$ cat src/hdl/laser_scan_shadow_filter_assert.svh
// assertion macros for the shadow filter, empty in synthesis builds
`ifndef LASER_SCAN_SHADOW_FILTER_ASSERT_SVH
`define LASER_SCAN_SHADOW_FILTER_ASSERT_SVH
`ifndef SYNTHESIS
`define LSSF_ASSERT(lbl, prop, msg) \
  lbl: assert property (@(posedge clk_i) disable iff (!rst_ni) (prop)) else $error(msg);
`define LSSF_ASSERT_NEXT(lbl, pre, post, msg) \
  lbl: assert property (@(posedge clk_i) disable iff (!rst_ni) (pre) |=> (post)) else $error(msg);
`else
`define LSSF_ASSERT(lbl, prop, msg)
`define LSSF_ASSERT_NEXT(lbl, pre, post, msg)
`endif
`endif

$ cat src/hdl/lssf_pkg.sv
package lssf_pkg;

  localparam int MAX_POINTS     = 4096;
  localparam int SIDE_LOW_INDEX = 120;
  localparam int IDX_W          = $clog2(MAX_POINTS);

  localparam int RANGE_W   = 16;
  localparam int CFG_W     = 16;
  localparam int SIDE_W    = 12;
  localparam int CFG_IDX_W = 3;

  localparam int QDEPTH = 2;
  localparam int QPTR_W = (QDEPTH > 1) ? $clog2(QDEPTH) : 1;
  localparam int QLVL_W = $clog2(QDEPTH + 1);

  localparam logic [CFG_W-1:0]  SIN_STEP_RST  = 16'd143;
  localparam logic [CFG_W-1:0]  COS_STEP_RST  = 16'd32767;
  localparam logic [CFG_W-1:0]  TAN_CLOSE_RST = 16'd1817;
  localparam logic [CFG_W-1:0]  TAN_FAR_RST   = 16'd469;
  localparam logic [CFG_W-1:0]  FAR_THR_RST   = 16'd700;
  localparam logic [CFG_W-1:0]  RANGE_MIN_RST = 16'd0;
  localparam logic [CFG_W-1:0]  RANGE_MAX_RST = 16'd65535;
  localparam logic [SIDE_W-1:0] SIDE_HIGH_RST = 12'd420;

  typedef enum logic [CFG_IDX_W-1:0] {
    REG_SIN_STEP  = 3'd0,
    REG_COS_STEP  = 3'd1,
    REG_TAN_CLOSE = 3'd2,
    REG_TAN_FAR   = 3'd3,
    REG_FAR_THR   = 3'd4,
    REG_RANGE_MIN = 3'd5,
    REG_RANGE_MAX = 3'd6,
    REG_SIDE_HIGH = 3'd7
  } cfg_reg_e;

  typedef struct packed {
    logic [CFG_W-1:0]  sin_step;
    logic [CFG_W-1:0]  cos_step;
    logic [CFG_W-1:0]  tan_close;
    logic [CFG_W-1:0]  tan_far;
    logic [CFG_W-1:0]  far_threshold_mm;
    logic [CFG_W-1:0]  range_min_mm;
    logic [CFG_W-1:0]  range_max_mm;
    logic [SIDE_W-1:0] side_high_index;
  } cfg_t;

  // one classified sample on its way from the front to the back
  typedef struct packed {
    logic [RANGE_W-1:0] range_mm;
    logic               no_return;
    logic               scan_end;
    logic [1:0]         held;
    logic               side_fwd;
    logic               side_bwd;
  } job_t;

  typedef enum logic [2:0] {
    ST_IDLE,
    ST_FWD,
    ST_BWD,
    ST_EMIT_OLD,
    ST_EMIT_MID,
    ST_EMIT_NEW,
    ST_COMMIT
  } back_state_e;

  typedef enum logic [1:0] {
    STEP_COS,
    STEP_SIN,
    STEP_TAN,
    STEP_CMP
  } step_e;

endpackage

$ cat src/hdl/lssf_if.sv
interface lssf_in_if;
  logic                        valid;
  logic                        ready;
  logic [lssf_pkg::RANGE_W-1:0] range_mm;
  logic                        no_return;
  logic                        scan_end;

  modport source (output valid, output range_mm, output no_return, output scan_end,
                  input ready);
  modport sink (input valid, input range_mm, input no_return, input scan_end,
                output ready);
endinterface

interface lssf_out_if;
  logic                        valid;
  logic                        ready;
  logic [lssf_pkg::RANGE_W-1:0] range_out_mm;
  logic                        no_return_out;
  logic                        shadowed;
  logic                        last_out;

  modport source (output valid, output range_out_mm, output no_return_out,
                  output shadowed, output last_out, input ready);
  modport sink (input valid, input range_out_mm, input no_return_out,
                input shadowed, input last_out, output ready);
endinterface

$ cat src/hdl/lssf_front.sv
module lssf_front (
  input  logic                clk_i,
  input  logic                rst_ni,
  input  lssf_pkg::cfg_t      cfg_i,
  lssf_in_if.sink             in_ch_i,
  output logic                push_valid_o,
  input  logic                push_ready_i,
  output lssf_pkg::job_t      push_data_o
);

  logic [lssf_pkg::IDX_W-1:0] idx_q, idx_d, idx_prev;
  logic [1:0]                 held_q, held_d;
  logic                       accept;

  assign in_ch_i.ready = push_ready_i;
  assign push_valid_o  = in_ch_i.valid;
  assign accept        = in_ch_i.valid && push_ready_i;

  // backward test runs on the index before this one
  assign idx_prev = (idx_q != '0) ? idx_q - lssf_pkg::IDX_W'(1) : '0;

  always_comb begin
    push_data_o.range_mm  = in_ch_i.range_mm;
    push_data_o.no_return = in_ch_i.no_return;
    push_data_o.scan_end  = in_ch_i.scan_end;
    push_data_o.held      = held_q;
    push_data_o.side_fwd  = (32'(idx_q) < lssf_pkg::SIDE_LOW_INDEX) ||
                            (32'(idx_q) > 32'(cfg_i.side_high_index));
    push_data_o.side_bwd  = (32'(idx_prev) < lssf_pkg::SIDE_LOW_INDEX) ||
                            (32'(idx_prev) > 32'(cfg_i.side_high_index));
  end

  always_comb begin
    idx_d  = idx_q;
    held_d = held_q;
    if (accept) begin
      if (in_ch_i.scan_end) begin
        idx_d  = '0;
        held_d = '0;
      end else begin
        if (!held_q[1]) begin
          held_d = held_q + 2'd1;
        end
        // index saturates on an over-long scan
        if (32'(idx_q) + 32'd1 < lssf_pkg::MAX_POINTS) begin
          idx_d = idx_q + lssf_pkg::IDX_W'(1);
        end
      end
    end
  end

  always_ff @(posedge clk_i or negedge rst_ni) begin
    if (!rst_ni) begin
      idx_q  <= '0;
      held_q <= '0;
    end else begin
      idx_q  <= idx_d;
      held_q <= held_d;
    end
  end

endmodule

$ cat src/hdl/lssf_queue.sv
module lssf_queue (
  input  logic                          clk_i,
  input  logic                          rst_ni,
  input  logic                          push_valid_i,
  output logic                          push_ready_o,
  input  lssf_pkg::job_t                push_data_i,
  output logic                          pop_valid_o,
  input  logic                          pop_ready_i,
  output lssf_pkg::job_t                pop_data_o,
  output logic [lssf_pkg::QLVL_W-1:0]   level_o
);

  lssf_pkg::job_t                mem_q [lssf_pkg::QDEPTH];
  logic [lssf_pkg::QPTR_W-1:0]   wr_ptr_q, rd_ptr_q;
  logic [lssf_pkg::QLVL_W-1:0]   level_q;
  logic                          push, pop;

  assign push_ready_o = (level_q != lssf_pkg::QLVL_W'(lssf_pkg::QDEPTH));
  assign pop_valid_o  = (level_q != '0);
  assign pop_data_o   = mem_q[rd_ptr_q];
  assign level_o      = level_q;
  assign push         = push_valid_i && push_ready_o;
  assign pop          = pop_ready_i && pop_valid_o;

  function automatic logic [lssf_pkg::QPTR_W-1:0] ptr_next(
    input logic [lssf_pkg::QPTR_W-1:0] p
  );
    if (32'(p) == lssf_pkg::QDEPTH - 1) begin
      return '0;
    end
    return p + lssf_pkg::QPTR_W'(1);
  endfunction

  always_ff @(posedge clk_i) begin
    if (push) begin
      mem_q[wr_ptr_q] <= push_data_i;
    end
  end

  always_ff @(posedge clk_i or negedge rst_ni) begin
    if (!rst_ni) begin
      wr_ptr_q <= '0;
      rd_ptr_q <= '0;
      level_q  <= '0;
    end else begin
      if (push) begin
        wr_ptr_q <= ptr_next(wr_ptr_q);
      end
      if (pop) begin
        rd_ptr_q <= ptr_next(rd_ptr_q);
      end
      case ({push, pop})
        2'b10:   level_q <= level_q + lssf_pkg::QLVL_W'(1);
        2'b01:   level_q <= level_q - lssf_pkg::QLVL_W'(1);
        default: level_q <= level_q;
      endcase
    end
  end

endmodule

$ cat src/hdl/lssf_back.sv
module lssf_back (
  input  logic                clk_i,
  input  logic                rst_ni,
  input  lssf_pkg::cfg_t      cfg_i,
  input  logic                pop_valid_i,
  output logic                pop_ready_o,
  input  lssf_pkg::job_t      pop_data_i,
  lssf_out_if.source          out_ch_o
);

  localparam logic [2:0] MARK_FWD = 3'b110;
  localparam logic [2:0] MARK_BWD = 3'b011;

  lssf_pkg::back_state_e state_q, state_d;
  lssf_pkg::step_e       step_q, step_d;
  lssf_pkg::job_t        job_q;

  // delay line: 0 is the newest held sample
  logic [lssf_pkg::RANGE_W-1:0] d0_q, d1_q;
  logic                         dn0_q, dn1_q;
  logic [1:0]                   pend_q;
  logic [2:0]                   m_q;

  logic [31:0] y_q, y_d;
  logic [47:0] prod_q, mul_p;
  logic [31:0] mul_a;
  logic [15:0] mul_b;

  logic [lssf_pkg::RANGE_W-1:0] r0, r1;
  logic                         side, in_lim, pair_ok, hit, is_bwd;
  logic [lssf_pkg::CFG_W-1:0]   tan_sel;
  logic [32:0]                  a33, b33;

  logic                         out_free, load_out;
  logic [lssf_pkg::RANGE_W-1:0] o_range_d;
  logic                         o_nr_d, o_sh_d, o_last_d;
  logic                         ov_q;

  // operands of the pair under test
  assign is_bwd = (state_q == lssf_pkg::ST_BWD);
  assign r0     = is_bwd ? job_q.range_mm : d0_q;
  assign r1     = is_bwd ? d0_q : job_q.range_mm;
  assign side   = is_bwd ? job_q.side_bwd : job_q.side_fwd;
  assign in_lim = (r1 >= cfg_i.range_min_mm) && (r1 <= cfg_i.range_max_mm);
  assign pair_ok = !job_q.no_return && !dn0_q && in_lim &&
                   (is_bwd ? job_q.held[1] : (job_q.held != 2'd0));
  assign tan_sel = (side && (r1 <= cfg_i.far_threshold_mm)) ? cfg_i.tan_close
                                                            : cfg_i.tan_far;

  // one shared multiplier, 32 by 16
  always_comb begin
    case (step_q)
      lssf_pkg::STEP_COS: begin
        mul_a = 32'(r0);
        mul_b = cfg_i.cos_step;
      end
      lssf_pkg::STEP_SIN: begin
        mul_a = 32'(r0);
        mul_b = cfg_i.sin_step;
      end
      default: begin
        mul_a = prod_q[31:0];
        mul_b = tan_sel;
      end
    endcase
  end
  assign mul_p = 48'(mul_a) * 48'(mul_b);

  // |r1 * 2^15 - r0 * cos|
  assign a33 = {2'b00, r1, 15'd0};
  assign b33 = {1'b0, prod_q[31:0]};
  always_comb begin
    if (a33 >= b33) begin
      y_d = 32'(a33 - b33);
    end else begin
      y_d = 32'(b33 - a33);
    end
  end
  assign hit = (48'({y_q, 8'd0}) > prod_q);

  assign out_free = !ov_q || out_ch_o.ready;

  always_comb begin
    state_d     = state_q;
    step_d      = step_q;
    pop_ready_o = 1'b0;
    load_out    = 1'b0;
    o_range_d   = job_q.range_mm;
    o_nr_d      = job_q.no_return;
    o_sh_d      = m_q[2];
    o_last_d    = 1'b1;
    case (state_q)
      lssf_pkg::ST_IDLE: begin
        pop_ready_o = 1'b1;
        if (pop_valid_i) begin
          state_d = lssf_pkg::ST_FWD;
          step_d  = lssf_pkg::STEP_COS;
        end
      end
      lssf_pkg::ST_FWD, lssf_pkg::ST_BWD: begin
        if (!pair_ok || step_q == lssf_pkg::STEP_CMP) begin
          state_d = is_bwd ? lssf_pkg::ST_EMIT_OLD : lssf_pkg::ST_BWD;
          step_d  = lssf_pkg::STEP_COS;
        end else begin
          case (step_q)
            lssf_pkg::STEP_COS: step_d = lssf_pkg::STEP_SIN;
            lssf_pkg::STEP_SIN: step_d = lssf_pkg::STEP_TAN;
            default:            step_d = lssf_pkg::STEP_CMP;
          endcase
        end
      end
      lssf_pkg::ST_EMIT_OLD: begin
        o_range_d = d1_q;
        o_nr_d    = dn1_q;
        o_sh_d    = m_q[0];
        o_last_d  = 1'b0;
        if (!job_q.held[1] || out_free) begin
          load_out = job_q.held[1];
          state_d  = job_q.scan_end ? lssf_pkg::ST_EMIT_MID : lssf_pkg::ST_COMMIT;
        end
      end
      lssf_pkg::ST_EMIT_MID: begin
        o_range_d = d0_q;
        o_nr_d    = dn0_q;
        o_sh_d    = m_q[1];
        o_last_d  = 1'b0;
        if (job_q.held == 2'd0 || out_free) begin
          load_out = (job_q.held != 2'd0);
          state_d  = lssf_pkg::ST_EMIT_NEW;
        end
      end
      lssf_pkg::ST_EMIT_NEW: begin
        if (out_free) begin
          load_out = 1'b1;
          state_d  = lssf_pkg::ST_COMMIT;
        end
      end
      lssf_pkg::ST_COMMIT: begin
        state_d = lssf_pkg::ST_IDLE;
      end
      default: begin
        state_d = lssf_pkg::ST_IDLE;
      end
    endcase
  end

  always_ff @(posedge clk_i or negedge rst_ni) begin
    if (!rst_ni) begin
      state_q <= lssf_pkg::ST_IDLE;
      step_q  <= lssf_pkg::STEP_COS;
    end else begin
      state_q <= state_d;
      step_q  <= step_d;
    end
  end

  // job and arithmetic registers
  always_ff @(posedge clk_i) begin
    case (state_q)
      lssf_pkg::ST_IDLE: begin
        if (pop_valid_i) begin
          job_q <= pop_data_i;
          m_q   <= {1'b0, pend_q};
        end
      end
      lssf_pkg::ST_FWD, lssf_pkg::ST_BWD: begin
        if (pair_ok) begin
          case (step_q)
            lssf_pkg::STEP_COS: prod_q <= mul_p;
            lssf_pkg::STEP_SIN: begin
              y_q    <= y_d;
              prod_q <= mul_p;
            end
            lssf_pkg::STEP_TAN: prod_q <= mul_p;
            default: begin
              if (hit) begin
                m_q <= m_q | (is_bwd ? MARK_BWD : MARK_FWD);
              end
            end
          endcase
        end
      end
      default: begin
        m_q <= m_q;
      end
    endcase
  end

  always_ff @(posedge clk_i or negedge rst_ni) begin
    if (!rst_ni) begin
      d0_q   <= '0;
      d1_q   <= '0;
      dn0_q  <= 1'b0;
      dn1_q  <= 1'b0;
      pend_q <= '0;
    end else if (state_q == lssf_pkg::ST_COMMIT) begin
      if (job_q.scan_end) begin
        d0_q   <= '0;
        d1_q   <= '0;
        dn0_q  <= 1'b0;
        dn1_q  <= 1'b0;
        pend_q <= '0;
      end else begin
        d1_q   <= d0_q;
        dn1_q  <= dn0_q;
        d0_q   <= job_q.range_mm;
        dn0_q  <= job_q.no_return;
        pend_q <= m_q[2:1];
      end
    end
  end

  // output register
  always_ff @(posedge clk_i or negedge rst_ni) begin
    if (!rst_ni) begin
      ov_q <= 1'b0;
    end else if (load_out) begin
      ov_q <= 1'b1;
    end else if (out_ch_o.ready) begin
      ov_q <= 1'b0;
    end
  end

  always_ff @(posedge clk_i) begin
    if (load_out) begin
      out_ch_o.range_out_mm  <= o_range_d;
      out_ch_o.no_return_out <= o_nr_d;
      out_ch_o.shadowed      <= o_sh_d;
      out_ch_o.last_out      <= o_last_d;
    end
  end

  assign out_ch_o.valid = ov_q;

endmodule

$ cat src/hdl/laser_scan_shadow_filter.sv
// laser scan shadow filter
// in_ch_i takes one range sample per transaction (range_mm, no_return,
// scan_end); out_ch_o gives the filtered samples with a shadowed flag.
// a sample comes out two samples after it went in; the transaction that
// carries scan_end flushes every held sample, oldest first, and the last
// result has last_out set
// the front keeps the scan index and classifies samples into a two-entry
// queue; the back runs the pair tests on one shared 32x16 multiplier,
// in the steps cos, sin, tan and compare; a test that cannot hit ends
// after its first step
// the back takes a new sample only from idle, after the last one is
// committed; the queue can take samples meanwhile
// a stalled receiver holds the output register; the back then waits and
// the queue fills before in_ch_i.ready drops
// reset clears the delay line, marks and index and loads the register
// defaults; cfg_we_i writes register cfg_idx_i; the user must write it
// only while the block idles, which the block itself does not enforce
`include "laser_scan_shadow_filter_assert.svh"

module laser_scan_shadow_filter (
  input  logic                             clk_i,
  input  logic                             rst_ni,
  lssf_in_if.sink                          in_ch_i,
  lssf_out_if.source                       out_ch_o,
  input  logic                             cfg_we_i,
  input  logic [lssf_pkg::CFG_IDX_W-1:0]   cfg_idx_i,
  input  logic [lssf_pkg::CFG_W-1:0]       cfg_data_i
);

  lssf_pkg::cfg_t                 cfg_q;
  lssf_pkg::job_t                 push_data, pop_data;
  logic                           push_valid, push_ready, pop_valid, pop_ready;
  logic [lssf_pkg::QLVL_W-1:0]    q_level;
  logic                           q_push, q_pop;

  always_ff @(posedge clk_i or negedge rst_ni) begin
    if (!rst_ni) begin
      cfg_q.sin_step         <= lssf_pkg::SIN_STEP_RST;
      cfg_q.cos_step         <= lssf_pkg::COS_STEP_RST;
      cfg_q.tan_close        <= lssf_pkg::TAN_CLOSE_RST;
      cfg_q.tan_far          <= lssf_pkg::TAN_FAR_RST;
      cfg_q.far_threshold_mm <= lssf_pkg::FAR_THR_RST;
      cfg_q.range_min_mm     <= lssf_pkg::RANGE_MIN_RST;
      cfg_q.range_max_mm     <= lssf_pkg::RANGE_MAX_RST;
      cfg_q.side_high_index  <= lssf_pkg::SIDE_HIGH_RST;
    end else if (cfg_we_i) begin
      case (lssf_pkg::cfg_reg_e'(cfg_idx_i))
        lssf_pkg::REG_SIN_STEP:  cfg_q.sin_step         <= cfg_data_i;
        lssf_pkg::REG_COS_STEP:  cfg_q.cos_step         <= cfg_data_i;
        lssf_pkg::REG_TAN_CLOSE: cfg_q.tan_close        <= cfg_data_i;
        lssf_pkg::REG_TAN_FAR:   cfg_q.tan_far          <= cfg_data_i;
        lssf_pkg::REG_FAR_THR:   cfg_q.far_threshold_mm <= cfg_data_i;
        lssf_pkg::REG_RANGE_MIN: cfg_q.range_min_mm     <= cfg_data_i;
        lssf_pkg::REG_RANGE_MAX: cfg_q.range_max_mm     <= cfg_data_i;
        lssf_pkg::REG_SIDE_HIGH:
          cfg_q.side_high_index <= cfg_data_i[lssf_pkg::SIDE_W-1:0];
        default: cfg_q <= cfg_q;
      endcase
    end
  end

  lssf_front u_front (
    .clk_i        (clk_i),
    .rst_ni       (rst_ni),
    .cfg_i        (cfg_q),
    .in_ch_i      (in_ch_i),
    .push_valid_o (push_valid),
    .push_ready_i (push_ready),
    .push_data_o  (push_data)
  );

  lssf_queue u_queue (
    .clk_i        (clk_i),
    .rst_ni       (rst_ni),
    .push_valid_i (push_valid),
    .push_ready_o (push_ready),
    .push_data_i  (push_data),
    .pop_valid_o  (pop_valid),
    .pop_ready_i  (pop_ready),
    .pop_data_o   (pop_data),
    .level_o      (q_level)
  );

  lssf_back u_back (
    .clk_i       (clk_i),
    .rst_ni      (rst_ni),
    .cfg_i       (cfg_q),
    .pop_valid_i (pop_valid),
    .pop_ready_o (pop_ready),
    .pop_data_i  (pop_data),
    .out_ch_o    (out_ch_o)
  );

  assign q_push = push_valid && push_ready;
  assign q_pop  = pop_valid && pop_ready;

  `LSSF_ASSERT(a_q_level_max, q_level <= lssf_pkg::QLVL_W'(lssf_pkg::QDEPTH), "queue overfilled")
  `LSSF_ASSERT(a_in_needs_room, !(in_ch_i.valid && in_ch_i.ready) || (q_level != lssf_pkg::QLVL_W'(lssf_pkg::QDEPTH)), "sample taken with full queue")
  `LSSF_ASSERT(a_pop_needs_data, !q_pop || (q_level != '0), "pop from empty queue")
  `LSSF_ASSERT_NEXT(a_level_up, q_push && !q_pop, q_level == $past(q_level) + lssf_pkg::QLVL_W'(1), "queue level lost a push")

endmodule
$ cat src/flat_wrapper.sv
// flat-port wrapper written by rule: the top's interface ports become plain ports
module laser_scan_shadow_filter_flat 
  (clk_i, rst_ni, cfg_we_i, cfg_idx_i, cfg_data_i, in_ch_i_valid, in_ch_i_range_mm, in_ch_i_no_return, in_ch_i_scan_end, in_ch_i_ready, out_ch_o_valid, out_ch_o_range_out_mm, out_ch_o_no_return_out, out_ch_o_shadowed, out_ch_o_last_out, out_ch_o_ready);
  lssf_in_if in_ch_i_i ();
  lssf_out_if out_ch_o_i ();
  input  logic clk_i;
  input  logic rst_ni;
  input  logic cfg_we_i;
  input  logic [lssf_pkg::CFG_IDX_W-1:0] cfg_idx_i;
  input  logic [lssf_pkg::CFG_W-1:0] cfg_data_i;
  input wire logic [$bits(in_ch_i_i.valid)-1:0] in_ch_i_valid;
  input wire logic [$bits(in_ch_i_i.range_mm)-1:0] in_ch_i_range_mm;
  input wire logic [$bits(in_ch_i_i.no_return)-1:0] in_ch_i_no_return;
  input wire logic [$bits(in_ch_i_i.scan_end)-1:0] in_ch_i_scan_end;
  output wire logic [$bits(in_ch_i_i.ready)-1:0] in_ch_i_ready;
  output wire logic [$bits(out_ch_o_i.valid)-1:0] out_ch_o_valid;
  output wire logic [$bits(out_ch_o_i.range_out_mm)-1:0] out_ch_o_range_out_mm;
  output wire logic [$bits(out_ch_o_i.no_return_out)-1:0] out_ch_o_no_return_out;
  output wire logic [$bits(out_ch_o_i.shadowed)-1:0] out_ch_o_shadowed;
  output wire logic [$bits(out_ch_o_i.last_out)-1:0] out_ch_o_last_out;
  input wire logic [$bits(out_ch_o_i.ready)-1:0] out_ch_o_ready;
  assign in_ch_i_i.valid = in_ch_i_valid;
  assign in_ch_i_i.range_mm = in_ch_i_range_mm;
  assign in_ch_i_i.no_return = in_ch_i_no_return;
  assign in_ch_i_i.scan_end = in_ch_i_scan_end;
  assign in_ch_i_ready = in_ch_i_i.ready;
  assign out_ch_o_valid = out_ch_o_i.valid;
  assign out_ch_o_range_out_mm = out_ch_o_i.range_out_mm;
  assign out_ch_o_no_return_out = out_ch_o_i.no_return_out;
  assign out_ch_o_shadowed = out_ch_o_i.shadowed;
  assign out_ch_o_last_out = out_ch_o_i.last_out;
  assign out_ch_o_i.ready = out_ch_o_ready;
  laser_scan_shadow_filter u_core (.clk_i(clk_i), .rst_ni(rst_ni), .in_ch_i(in_ch_i_i), .out_ch_o(out_ch_o_i), .cfg_we_i(cfg_we_i), .cfg_idx_i(cfg_idx_i), .cfg_data_i(cfg_data_i));
endmodule
$ cat config.mk
export PLATFORM = sky130hd
export DESIGN_NAME = laser_scan_shadow_filter_flat
export DESIGN_NICKNAME = d
export VERILOG_FILES = /design/src/hdl/lssf_pkg.sv /design/src/hdl/lssf_if.sv /design/src/hdl/lssf_front.sv /design/src/hdl/lssf_queue.sv /design/src/hdl/lssf_back.sv /design/src/hdl/laser_scan_shadow_filter.sv /design/src/flat_wrapper.sv
export VERILOG_INCLUDE_DIRS = /design/src /design/src/hdl
export SDC_FILE = /design/constraint.sdc
export NUM_CORES = 2
export LEC_CHECK = 0
export ABC_AREA = 1
export BUFFER_PORTS_ARGS = -buffer_cell sky130_fd_sc_hd__buf_2
export CAP_MARGIN = 20
export CORE_MARGIN = 1
export CORE_UTILIZATION = 55
export DETAILED_ROUTE_END_ITERATION = 12
export HOLD_SLACK_MARGIN = 0.02
export PLACE_DENSITY = 0.71
export RECOVER_POWER = 100
export SLEW_MARGIN = 10
export SYNTH_ARGS = -nofsm -noshare
export SYNTH_HDL_FRONTEND = slang
export SYNTH_HIERARCHICAL = 1
export SYNTH_SLANG_ARGS = --single-unit
$ cat constraint.sdc
create_clock -name clk_i -period 25.1 [get_ports clk_i]
set_input_delay 3.765 -clock clk_i [delete_from_list [all_inputs] [get_ports clk_i]]
set_output_delay 3.765 -clock clk_i [all_outputs]
set_load 0.03 [all_outputs]
==> qor.yml <==
status:
  outcome: "finished with violations"
  violated_checks: "max-capacitance violations, max-slew violations"
synthesis:
  area_share_of_the_largest_cell_type_after_synthesis: 0.2217
  synth_ff_type: "edfxtp_1"
  post_synth_inst_count: 4683
  synth.net_count: 5403
  count_of_flip_flops_with_a_built_in_enable_after_synthesis: 168
  syn_avg_cell_area_um2: 8.079
  mappedNetlistArea_mm2: 0.03784
  ys_seq_area_frac: 0.2570
  ys_ff_latch: 352
  yosysWarningCount: 6
  synth_top_cells_by_area: "fa_1 22%, edfxtp_1 13%, nand2_1 9.5%"
  ys_types: 54
  async_reset_ff_frac: 0.5227
  synth.largest_area_cell: "fa_1"
cts:
  cts.hold.buffers_added: 0
  cts_resized: 0
  clk_path_buf_depth: 3
  cts_buffers: 39
  numClockSinks: 352
  worstSkewPairLatency_ns: 0.56
  tritoncts: "yes"
  cts_setup_buffers: 0
  cts_root_buffer: "clkbuf_16"
  cts_clock_pin_slew_for_the_worst_setup_and_hold_paths_ns: 0.07
  clock_tree.htree_level_count: 2
grt:
  grt_antenna_before_repair: 0
  globalRouteMet2Util: 0.5167
  globalRouteMet3Util: 0.05313
  number_of_global_route_vias_before_repair: 31210
  maximum_number_of_pins_on_one_net_before_global_route_repair: 103
  groute.layer.met1.usage: 0.4652
  grt.total_usage: 0.3295
  gr-max-usage-layer: "met2"
  grt_first_pass_wirelength_um: 178200
  grt_overflow_total: 0
detailed_routing:
  drt_pass1_iterations: 6
  remaining_drc_errors: 0
  routed_wl_um: 113200
  ant_nets: 0
  dr_total_vias: 31800
  drt-wirelength-per-cell_um: 20.49
  dr.first_iter.drc_count: 3362
  vias_per_cell: 5.753
timing:
  setup-violations-final: 0
  rsz_0062_raised_after_global_routing: "no"
  maxClockFrequency_mhz: 76.91
  tightest_slew_ns: 3.511
  timing.max_slew.rel_slack: -1.341
  finalCritPeriodShare: 0.5180
  final-max-slew-violation-count: 533
  fin_skew_ns: 0.01474
  timing_hold_violations_final: 0
  period_minus_slack_ns: 13.00
  setup-tns-final_ns: 0
worst_setup_path:
  timing.critical_path.from: "u_core/u_back/state_q[2]"
  crit_path_max_fanout: 67
  timing.critical_path.mode_cell: "nand2_1"
  critical_path_required_time_ns: 25.41
  critical-path-slowest-cell: "clkbuf_1"
  timing_worst_setup_path_type: "flip-flop to flip-flop"
  r2r_end: "u_core/u_back/prod_q[47]"
  setup.worst_path.end: "u_core/u_back/prod_q[47]"
  cp_data_arrival_time_ns: 13.31
  rr_worst_depth: 41
  critical_path.top_delay_family: "simple AND/OR/NAND/NOR gates"
  cp_num_buf_inv: 8
  timing.critical_path.depth: 41
  slack_of_the_worst_reg_to_reg_path_ns: 12.10
  critical_path.reg2reg.startpoint: "u_core/u_back/state_q[2]"
  critical_path_end_type: "flip-flop"
  startpoint_type: "flip-flop"
  critPathMaxStageDelay_ns: 1.81
hold_path:
  hp-start: "u_core/cfg_q[5]"
  hold_path.class: "flip-flop to flip-flop"
placed_design:
  gp_routability_congestion: 1.025
  hpwl_um: 86500
  place.detailed.instances: 5455
  io_buffers: 62
die:
  floorplan.die_area_mm2: 0.06984
  num_rows: 95
  initial_core_util: 0.5594
  die_height_um: 264.3
  core_area_mm2: 0.06763
  die_w_um: 264.3
  top_level_ports: 63
layout:
  final_cell_count_no_fill: 5527
  num_antenna_cells: 0
  drive_above_1_share: 0.05651
  highest_count_cells_in_the_layout_ignoring_fill_and_taps: "966 x nand2_1, 880 x inv_1, 587 x nand3_1"
  mostFrequentLayoutCell: "nand2_1"
  layout-area-overhead-vs-synth_pct: 4.623
  nNetsFinal: 5346
  fillerInstances: 6214
run:
  timing.max_cap.violations: 11
kinds of logic after synthesis:
logic type,synth area share
buf+inv,0.1230
simple gates,0.2362
xor+xnor,0.01597
fa+ha+maj,0.3074
compound gates,0.06055
flops,0.2570
final cells by class:
cell class / count / area, µm² / share of cell area
Multi-Input combinational cell: 3198 / 23380 / 0.5905
Sequential cell: 352 / 9726 / 0.2457
Inverter: 921 / 3460 / 0.08740
Tap cell: 873 / 1092 / 0.02759
Clock buffer: 51 / 1051 / 0.02655
Timing Repair Buffer: 114 / 640.6 / 0.01618
Clock inverter: 18 / 239.0 / 0.006037
registers in the layout (all words and copies together), names as in the netlist, 2 cells and up:
name	count
u_core/u_back/step_q	2
u_core/cfg_q	124
u_core/u_back/job_q	22
u_core/u_back/prod_q	48
u_core/u_back/pend_q	2
u_core/u_back/m_q	3
u_core/u_back/y_q	32
u_core/u_back/d1_q	16
u_core/u_queue/level_o	2
u_core/u_queue/mem_q	44
u_core/u_back/state_q	3
u_core/u_back/out_ch_o.range_out_mm	16
u_core/u_back/d0_q	16
u_core/u_front/idx_q	12
u_core/u_front/held_q	2
routing by layer:
metal,share of wire,vias to the layer above,wire length (µm)
met3,0.092,252,10430
met2,0.45,1569,51030
met5,0,-,0
li1,-,14530,-
met4,0.036,0,4035
met1,0.42,15450,47760
per-stage QoR:
step | setup WS [ns] | cell area, µm² | hold WS [ns] | utilization
5_1_grt | 11.35 | 39580 | 0.4753 | 0.5853
3_3_place_gp | 15.43 | 38450 | 0.4506 | 0.5685
2_1_floorplan | 17.23 | 37840 | 0.4419 | -
3_5_place_dp | 15.39 | 38460 | 0.4523 | 0.5687
4_1_cts | 15.33 | 39750 | 0.4622 | 0.5878
6_report | 12.10 | 39580 | 0.4618 | 0.5853
cell usage after synthesis, types with 5 or more instances:
master and number:
nand2_1 957, inv_1 878, nand3_1 585, fa_1 419
nor2_1 320, ha_1 259, edfxtp_1 168, a21oi_1 166
o21ai_0 147, dfrtp_1 126, buf_2 72, dfstp_2 58
clkbuf_1 57, xor2_1 55, buf_4 44, nand4_1 32
nor3_1 32, nor2_2 29, o21ai_1 22, clkinv_1 21
inv_2 21, nand2_2 21, o21bai_1 19, o221ai_1 18
and2_1 17, buf_6 15, clkbuf_2 14, xnor2_1 14
nand3_2 11, a21o_1 10, o21a_1 10, buf_1 9
a21boi_0 8, a31oi_1 7, nand3_4 6, nor4_1 5
worst register-to-register path: cells and delay by family (launching register included):
family	cells	cell delay, ns
AOI/OAI and AO/OA	3	1.78
buffers and inverters	8	2.31
and+or+nand+nor	22	4.66
DFF	1	0.49
adders and majority gates	8	3.55
worst min path at each step:
| stage | to | slack (ns) | cells past startpoint |
|---|---|---|---|
| global placement | u_core/cfg_q[110] | 0.45 | 2 |
| detailed placement | u_core/cfg_q[5] | 0.45 | 2 |
| global route | u_core/cfg_q[104] | 0.48 | 2 |
| finish | u_core/cfg_q[5] | 0.46 | 2 |
| floorplan | u_core/cfg_q[10] | 0.44 | 2 |
| CTS | u_core/cfg_q[5] | 0.46 | 2 |
Power is left out: the tool's default activity adds up to more than one toggle a clock period on the data nets, which glitch-free logic cannot reach.
